==> config.mk <==
export PLATFORM = sky130hd
export DESIGN_NAME = btks_cell
export DESIGN_NICKNAME = d
export VERILOG_FILES = /design/src/hw/rtl/btks_pkg.sv /design/src/hw/rtl/btks_cell.sv
export SDC_FILE = /design/constraint.sdc
export NUM_CORES = 1
export LEC_CHECK = 0
export ABC_AREA = 1
export BUFFER_PORTS_ARGS = -buffer_cell sky130_fd_sc_hd__buf_4
export CORE_MARGIN = 5
export CORE_UTILIZATION = 28
export CTS_CLUSTER_SIZE = 10
export DETAILED_ROUTE_END_ITERATION = 6
export PLACE_DENSITY = 0.59
export SLEW_MARGIN = 25
export SYNTH_ARGS = -nofsm -noshare
export SYNTH_HDL_FRONTEND = slang
export SYNTH_SLANG_ARGS = --single-unit
==> constraint.sdc <==
create_clock -name i_clk -period 4.6 [get_ports i_clk]
set_clock_uncertainty 0.2 [all_clocks]
set_input_delay 0.92 -clock i_clk [delete_from_list [all_inputs] [get_ports i_clk]]
set_output_delay 0.92 -clock i_clk [all_outputs]
set_load 0.05 [all_outputs]
==> src/hw/rtl/btks_pkg.sv <==
// ============================================================================
// btks_pkg: shared types and constants of the bounded top-k key set
// Holds the transaction structs, status codes, cell control and the FSM type.
// ============================================================================
package btks_pkg;

    localparam int KEY_W        = 32;
    localparam int CNT_W        = 7;
    localparam int DEF_CAPACITY = 64;

    // Leaves gathered by one node of the registered max-key tree.
    localparam int GRP_SIZE = 8;

    // Configuration port.
    localparam int APB_ADDR_W = 3;
    localparam int APB_DATA_W = 32;
    localparam int APB_IDX_W  = APB_ADDR_W - 2;
    localparam logic [APB_IDX_W-1:0] REG_MAX_ENTRIES = '0;
    localparam logic [CNT_W-1:0] MAX_ENTRIES_RESET = 7'd64;

    localparam logic MODE_ADD = 1'b0;
    localparam logic MODE_DEL = 1'b1;

    typedef enum logic [2:0] {
        ST_INSERTED  = 3'd0,
        ST_PRESENT   = 3'd1,
        ST_REJECTED  = 3'd2,
        ST_DELETED   = 3'd3,
        ST_NOT_FOUND = 3'd4
    } t_status;

    typedef struct packed {
        logic                    mode;
        logic signed [KEY_W-1:0] key;
    } t_in;

    typedef struct packed {
        t_status                 status;
        logic                    evicted_valid;
        logic signed [KEY_W-1:0] evicted_key;
        logic [CNT_W-1:0]        entry_count;
        logic signed [KEY_W-1:0] min_key;
        logic signed [KEY_W-1:0] max_key;
        logic                    is_empty;
    } t_out;

    // What every cell of the chain does at the next clock edge.
    typedef enum logic [1:0] {
        OP_HOLD,
        OP_INSERT,
        OP_EVICT,
        OP_DELETE
    } t_cell_op;

    typedef struct packed {
        t_cell_op op;
        logic     cmp;
    } t_cell_ctrl;

    // What a cell shows its neighbors: its key and whether it is below the probe.
    typedef struct packed {
        logic                    lt;
        logic signed [KEY_W-1:0] key;
    } t_link;

    typedef enum logic [1:0] {
        S_IDLE,
        S_UPD,
        S_GRP,
        S_FIN
    } t_state;

endpackage

==> src/hw/rtl/btks_cell.sv <==
// ============================================================================
// btks_cell: one slot of the sorted key chain
// Holds one key, compares it with the probe key and moves keys to or from
// its neighbors on insert, evict and delete.
// ============================================================================
module btks_cell (
    input  logic                              i_clk,
    input  btks_pkg::t_cell_ctrl              i_ctrl,
    input  logic                              i_valid,
    input  logic signed [btks_pkg::KEY_W-1:0] i_probe,
    input  logic signed [btks_pkg::KEY_W-1:0] i_new_key,
    input  btks_pkg::t_link                   i_left,
    input  btks_pkg::t_link                   i_right,
    output btks_pkg::t_link                   o_link,
    output logic                              o_eq
);

    logic signed [btks_pkg::KEY_W-1:0] r_key;
    logic signed [btks_pkg::KEY_W-1:0] n_key;
    logic                              r_lt;
    logic                              r_eq;

    // The lt flags of a sorted chain form a prefix, so each cell finds its
    // own move from its flag and the flag of one neighbor.
    always_comb begin
        n_key = r_key;
        unique case (i_ctrl.op)
            btks_pkg::OP_HOLD: begin
                n_key = r_key;
            end
            btks_pkg::OP_INSERT: begin
                if (!r_lt) begin
                    n_key = i_left.lt ? i_new_key : $signed(i_left.key);
                end
            end
            btks_pkg::OP_EVICT: begin
                if (i_right.lt) begin
                    n_key = $signed(i_right.key);
                end else if (r_lt) begin
                    n_key = i_new_key;
                end
            end
            btks_pkg::OP_DELETE: begin
                if (!r_lt) begin
                    n_key = $signed(i_right.key);
                end
            end
        endcase
    end

    always_ff @(posedge i_clk) begin
        r_key <= n_key;
        if (i_ctrl.cmp) begin
            r_lt <= i_valid && (r_key < i_probe);
            r_eq <= i_valid && (r_key == i_probe);
        end
    end

    assign o_link.lt  = r_lt;
    assign o_link.key = r_key;
    assign o_eq       = r_eq;

endmodule

==> summary.txt, run 1 <==
Synth
  • Ys Warns: 0
  • #FFs+latches synth: 34
  • EDFF count, synth: 34
  • Post-Syn Nets: 538
  • Share of the synthesized area in the top cell type: 0.347
  • Count of different cell masters after synthesis: 30
  • Largest area contributor in the netlist: edfxtp_1
  • Synth Cell Area: 2940 µm²
  • Synth top cells by count: inv_1, a21oi_1, nand2_1
  • Mapped Avg Cell Area: 7.93 µm²
  • Ys async rst share: 0
  • Cells after Synth: 371
  • Count leader, synth: inv_1
  • Seq/Total Area, Yosys: 0.347
  • Ys flop type: edfxtp_1
  • Synth area leaders: edfxtp_1, ha_1, inv_1

Clock network
  • CTS Buf Count: 5
  • Clk slew on worst S/H paths: 0.07 ns
  • CTS Hold Buffers Added: 0
  • H-tree depth: 2
  • CTS Root Cell: clkbuf_8
  • # resized after CTS: 0
  • CTS Sinks: 34
  • Post-CTS setup buffer count: 0
  • Clock latency at the later pin of the worst-skew pair: 0.28 ns
  • CTS Buffer Depth: 2
  • CTS tree: yes

Timing
  • RSZ-0062 raised after global routing: false
  • Final hold slack: 0.646 ns
  • Headroom to the max-slew limit: 0.500
  • TNS Setup: 0 ns
  • Final max-slew violation count: 0
  • Final cycle utilization of the critical path: 0.540
  • Final setup viols: 0
  • Final hold violations: 0
  • Worst Max-Slew Pin Slew: 0.750 ns
  • Fmax: 402 MHz
  • Post-layout min period: 2.48 ns

Floorplanning
  • Die Ht: 113 µm
  • IO Pins: 169
  • CORE AREA: 10300 µm²
  • Die X: 113 µm
  • # rows: 37
  • Die footprint: 12700 µm²
  • Initial core utilization: 0.286

Critical path
  • Critical Path Source: i_ctrl[2]
  • CP Max Fanout: 31
  • CP endpoint: r_key[12]$_DFFE_PP_
  • Critical path arrival: 2.39 ns
  • Reg2reg path depth: 8
  • Worst Setup End Kind: register
  • Worst reg2reg path endpoint: r_lt$_DFFE_PP_
  • CP required: 4.50 ns
  • Worst reg2reg setup slack: 2.62 ns
  • RR Startpoint: r_key[31]$_DFFE_PP_
  • Setup CP Type: primary input to register
  • Startpoint types: primary input

Drt
  • Final ANT Viol Nets: 0
  • Initial DRC count: 105
  • Vias/cell: 4.71
  • Routed Wire Length: 10300 µm
  • Wire per inst: 15.4 µm
  • DRC errors left: 0
  • Pre-antenna DRT Iters: 4
  • Total number of vias: 3142

GRT
  • Total congestion overflow: 0
  • Initial antenna violation count: 0
  • Largest net degree at the start of global routing: 65
  • GR Util All Layers: 0.155
  • Vias in the first global route: 3201
  • First-pass GRT wire length: 15800 µm

Outcome
  • Status: completed

Min path
  • Hold Path Class: primary input to register

Power
  • Power per cell area: 243 nW/µm²
  • Peak supply drop: 0.126 mV
  • Leakage: 2.34 nW

Placement
  • Post-detail-place hpwl: 8590 µm
  • Port bufs: 168
  • Gpl congestion: 0.815

Job
  • Max cap viols: 0

Cells and area
  • Nets@finish: 699
  • Layout cells sized above 1: 0.369
  • Area delta synth->final: 50.2%
  • Final core occ: 0.430
  • Antenna Cells: 0
  • Layout fillers: 1047
flip-flops by register name (all words and copies together), names as in the netlist:
name,cells
o_eq,1
r_key,32
r_lt,1
critical path: stages:
cell and delay (ns):
buf_4 0.33, nand3_1 0.51, buf_4 0.40, o221ai_1 0.22
power by group:
group | switching, mW | total, mW | internal (mW)
Sequential | 0.0253 | 0.411 | 0.385
Combinational | 0.270 | 0.460 | 0.190
Clock | 0.104 | 0.203 | 0.0988
worst min path at each step:
| stage | to | slack (ns) | cells after the start | from |
|---|---|---|---|---|
| floorplan | o_eq$_DFFE_PP_ | 0.83 | 0 | i_ctrl[0] |
| global placement | r_lt$_DFFE_PP_ | 0.67 | 5 | r_key[31]$_DFFE_PP_ |
| detailed placement | r_lt$_DFFE_PP_ | 0.70 | 5 | r_key[31]$_DFFE_PP_ |
| CTS | r_lt$_DFFE_PP_ | 0.64 | 1 | i_ctrl[0] |
| global route | r_lt$_DFFE_PP_ | 0.63 | 1 | i_ctrl[0] |
| finish | o_eq$_DFFE_PP_ | 0.65 | 1 | i_ctrl[0] |
stage by stage:
stage / std cells / setup WS [ns] / power, mW / instance area [µm²]
3_3_place_gp: 660 / 1.89 / 0.866 / 4320
3_5_place_dp: 660 / 1.82 / 0.875 / 4320
5_1_grt: 667 / 2.02 / 1.14 / 4420
4_1_cts: 666 / 2.13 / 1.08 / 4390
2_1_floorplan: 371 / 0.698 / 0.685 / 2940
6_report: 667 / 2.12 / 1.07 / 4420
metal layers:
metal,track usage,share of wire
met4,0.0433,0.014
met1,0.187,0.39
met3,0.0264,0.060
met5,0,0
met2,0.284,0.53
kinds of logic (layout without fill, tap and decap cells):
| kind of cell | count (synthesis) | in the layout | synth area share |
|---|---|---|---|
| adders and majority gates | 32 | 32 | 0.136 |
| DFF | 34 | 34 | 0.347 |
| AOI/OAI and AO/OA | 117 | 117 | 0.250 |
| buffers and inverters | 123 | 283 | 0.164 |
| and+or+nand+nor | 65 | 65 | 0.104 |
final cells by class:
class                           instances  area (µm²)  area share
Clock inverter                          1        3.75    0.000849
Sequential cell                        34        1020       0.231
Inverter                              106         398      0.0900
Tap cell                              136         170      0.0385
Timing Repair Buffer                  171        1300       0.295
Multi-Input combinational cell        214        1460       0.329
Clock buffer                            5        68.8      0.0156
layout by cell type (no fill, tap or decap), types with 2 or more instances in the layout:
master / count
inv_1: 99
edfxtp_1: 34
nand3_1: 4
nand2_1: 38
o21ai_0: 20
inv_2: 7
clkbuf_8: 5
o221ai_1: 30
o211ai_1: 4
ha_1: 32
nand2_2: 3
o21ai_1: 12
o22ai_1: 2
a21oi_1: 42
nor2_1: 12
buf_4: 170
No activity file was read; power rests on OpenSTA's default activity.
==> inputs of run 2 (changes only) <==
ABC_AREA = 0   (was 1)
PLACE_DENSITY = 0.6   (was 0.59)
clock period = 2.3 ns   (was 4.6 ns; I/O delays follow)
==> run 2 against run 1 <==
Clock power grew 110%. Die area shrank 1.9%. Non-clock buffer count grew 6. Sequential share of layout area grew 0.16 points. Clock-buffer cell count is the same. Routed wire length shrank 4.7%. Area after synthesis shrank 2.1%. Combinational power grew 100%. Critical endpoint is now r_lt$_DFFE_PP_.
==> summary.txt, run 2 <==
Critical path
  • Slowest-stage cell, CP: edfxtp_1
  • CP max stage delay: 0.45 ns
  • Startpoint types: register
  • Worst reg2reg path endpoint: r_lt$_DFFE_PP_
  • RR Startpoint: r_key[9]$_DFFE_PP_
  • Worst reg2reg setup slack: 0.17 ns
  • CP endpoint: r_lt$_DFFE_PP_
  • Critical Path Source: r_key[9]$_DFFE_PP_
  • Critical path arrival: 1.96 ns
  • Worst path most repeated cell: a21oi_2
  • CP cell instances: ha_1 > a21o_1 > nand3_1 > a21oi_2 > a2111oi_4 > a21oi_2 > mux2i_1
  • CP required: 2.13 ns
  • Reg2reg path depth: 7
  • Setup CP Type: register to register
  • CP Max Fanout: 2
  • Worst Setup End Kind: register

GRT
  • Vias in the first global route: 3039
  • Initial antenna violation count: 0
  • First-pass GRT wire length: 15300 µm
  • Total congestion overflow: 0
  • GR Util All Layers: 0.151
  • Largest net degree at the start of global routing: 41

Floorplanning
  • Die footprint: 12400 µm²
  • IO Pins: 169
  • CORE AREA: 10200 µm²
  • Initial core utilization: 0.283
  • Die X: 111 µm
  • Die Ht: 111 µm
  • # rows: 37

Timing
  • RSZ-0062 raised after global routing: false
  • Worst Max-Slew Pin Slew: 0.611 ns
  • Final max-slew violation count: 0
  • Final setup viols: 0
  • Final cycle utilization of the critical path: 0.927
  • TNS Setup: 0 ns
  • Final hold slack: 0.189 ns
  • Fmax: 469 MHz
  • Post-layout min period: 2.13 ns
  • Headroom to the max-slew limit: 0.593
  • Final hold violations: 0

Placement
  • Gpl congestion: 0.794
  • Post-place instance area: 4310 µm²
  • Post-detail-place hpwl: 8320 µm
  • Port bufs: 168

Drt
  • DRC errors left: 0
  • Routed Wire Length: 9800 µm
  • Vias/cell: 4.73
  • Initial DRC count: 136
  • Total number of vias: 3013
  • Final ANT Viol Nets: 0
  • Pre-antenna DRT Iters: 4
  • Wire per inst: 15.4 µm

Clock network
  • CTS Root Cell: clkbuf_8
  • Clock latency at the later pin of the worst-skew pair: 0.28 ns
  • H-tree depth: 2
  • CTS Hold Buffers Added: 0
  • Post-CTS setup buffer count: 0
  • CTS tree: yes
  • CTS Sinks: 34
  • CTS Buf Count: 5
  • # resized after CTS: 0
  • CTS Buffer Depth: 2
  • Clk slew on worst S/H paths: 0.07 ns

Job
  • Max cap viols: 0

Synth
  • Post-Syn Nets: 505
  • Count leader, synth: nand2_1
  • Seq/Total Area, Yosys: 0.354
  • Largest area contributor in the netlist: edfxtp_1
  • #FFs+latches synth: 34
  • Ys async rst share: 0
  • Count of different cell masters after synthesis: 29
  • Cells after Synth: 338
  • Synth top cells by count: nand2_1, edfxtp_1, inv_1
  • EDFF count, synth: 34
  • Mapped Avg Cell Area: 8.52 µm²
  • Ys Warns: 0
  • Synth Cell Area: 2880 µm²
  • Synth area leaders: edfxtp_1, ha_1, nand2_1
  • Share of the synthesized area in the top cell type: 0.354
  • Ys flop type: edfxtp_1

Min path
  • Hold Path Class: primary input to register
  • Hold_sp: i_ctrl[0]

Cells and area
  • Most frequent cells in the layout: buf_4, nand2_1, inv_1, edfxtp_1
  • Commonest non-fill, non-tap cell in the layout: buf_4
  • Layout cells sized above 1: 0.383
  • Largest register FFs: 32
  • Antenna Cells: 0
  • Cell area after layout: 4390 µm²
  • Nets@finish: 667
  • Area delta synth->final: 52.4%
  • Most flops, register: r_key

Outcome
  • Status: completed

Power
  • Total power after layout: 2.18 mW
  • Power per cell area: 496 nW/µm²
  • Peak supply drop: 0.231 mV
  • Leakage: 2.06 nW
run 2: changes by cell type after synthesis, sizes merged, moves of 2 or more:
cell | before | now
o21ai | 34 | 6
nand2 | 42 | 70
nor2 | 13 | 5
a31oi | 0 | 31
inv | 106 | 34
nor2b | 0 | 31
o22ai | 2 | 0
mux2i | 0 | 3
a211oi | 0 | 32
a21oi | 44 | 16
clkbuf | 5 | 9
nand4 | 2 | 6
o221ai | 30 | 0
o211ai | 4 | 0
run 2: critical path, delay by kind of cell (launching register included):
family          cells  cell delay (ns)
fa+ha+maj           1             0.33
flops               1             0.45
compound gates      4             0.70
simple gates        1             0.09
mux                 1             0.12
run 2: power breakdown:
group	internal, mW	total (mW)	switching (mW)	leakage [nW]
Sequential	0.774	0.828	0.0537	0.331
Combinational	0.389	0.920	0.531	1.68
Clock	0.207	0.428	0.221	0.0416
Total	1.37	2.18	0.806	2.06
run 2: how the worst min path moves through the flow:
| stage | endpoint | cells after the start |
|---|---|---|
| 6_report | o_eq$_DFFE_PP_ | 1 |
| 5_1_grt | r_lt$_DFFE_PP_ | 1 |
| 4_1_cts | o_eq$_DFFE_PP_ | 1 |
| 3_5_place_dp | o_eq$_DFFE_PP_ | 1 |
| 3_3_place_gp | o_eq$_DFFE_PP_ | 1 |
| 2_1_floorplan | o_eq$_DFFE_PP_ | 0 |
run 2: logic make-up after synthesis:
family | share of synthesized area
AOI/OAI and AO/OA | 0.214
adders and majority gates | 0.139
buffers and inverters | 0.0795
DFF | 0.354
muxes | 0.0104
and+or+nand+nor | 0.202
run 2: layer usage:
metal	wire length, µm	up-vias	track usage
li1	-	1535	-
met2	4840	107	0.254
met5	0	-	0
met3	595	12	0.0283
met4	198	0	0.0454
met1	4170	1359	0.199
run 2: final cells by class:
class	count	area, µm²
fillers	1035	5790
multi-input cells	248	1650
repair buffers	177	1340
flip-flops and latches	34	1020
well taps	136	170
inverters	34	128
clock buffers	5	68.8
clock inverters	3	16.3
run 2: per-stage QoR:
| step | instances | setup slack (ns) | util |
|---|---|---|---|
| 3_5_place_dp | 629 | 0.0582 | 0.423 |
| 3_3_place_gp | 629 | 0.0770 | 0.423 |
| 6_report | 637 | 0.167 | 0.431 |
| 5_1_grt | 637 | 0.0781 | 0.431 |
| 4_1_cts | 637 | 0.168 | 0.431 |
| 2_1_floorplan | 338 | 0.0329 | - |
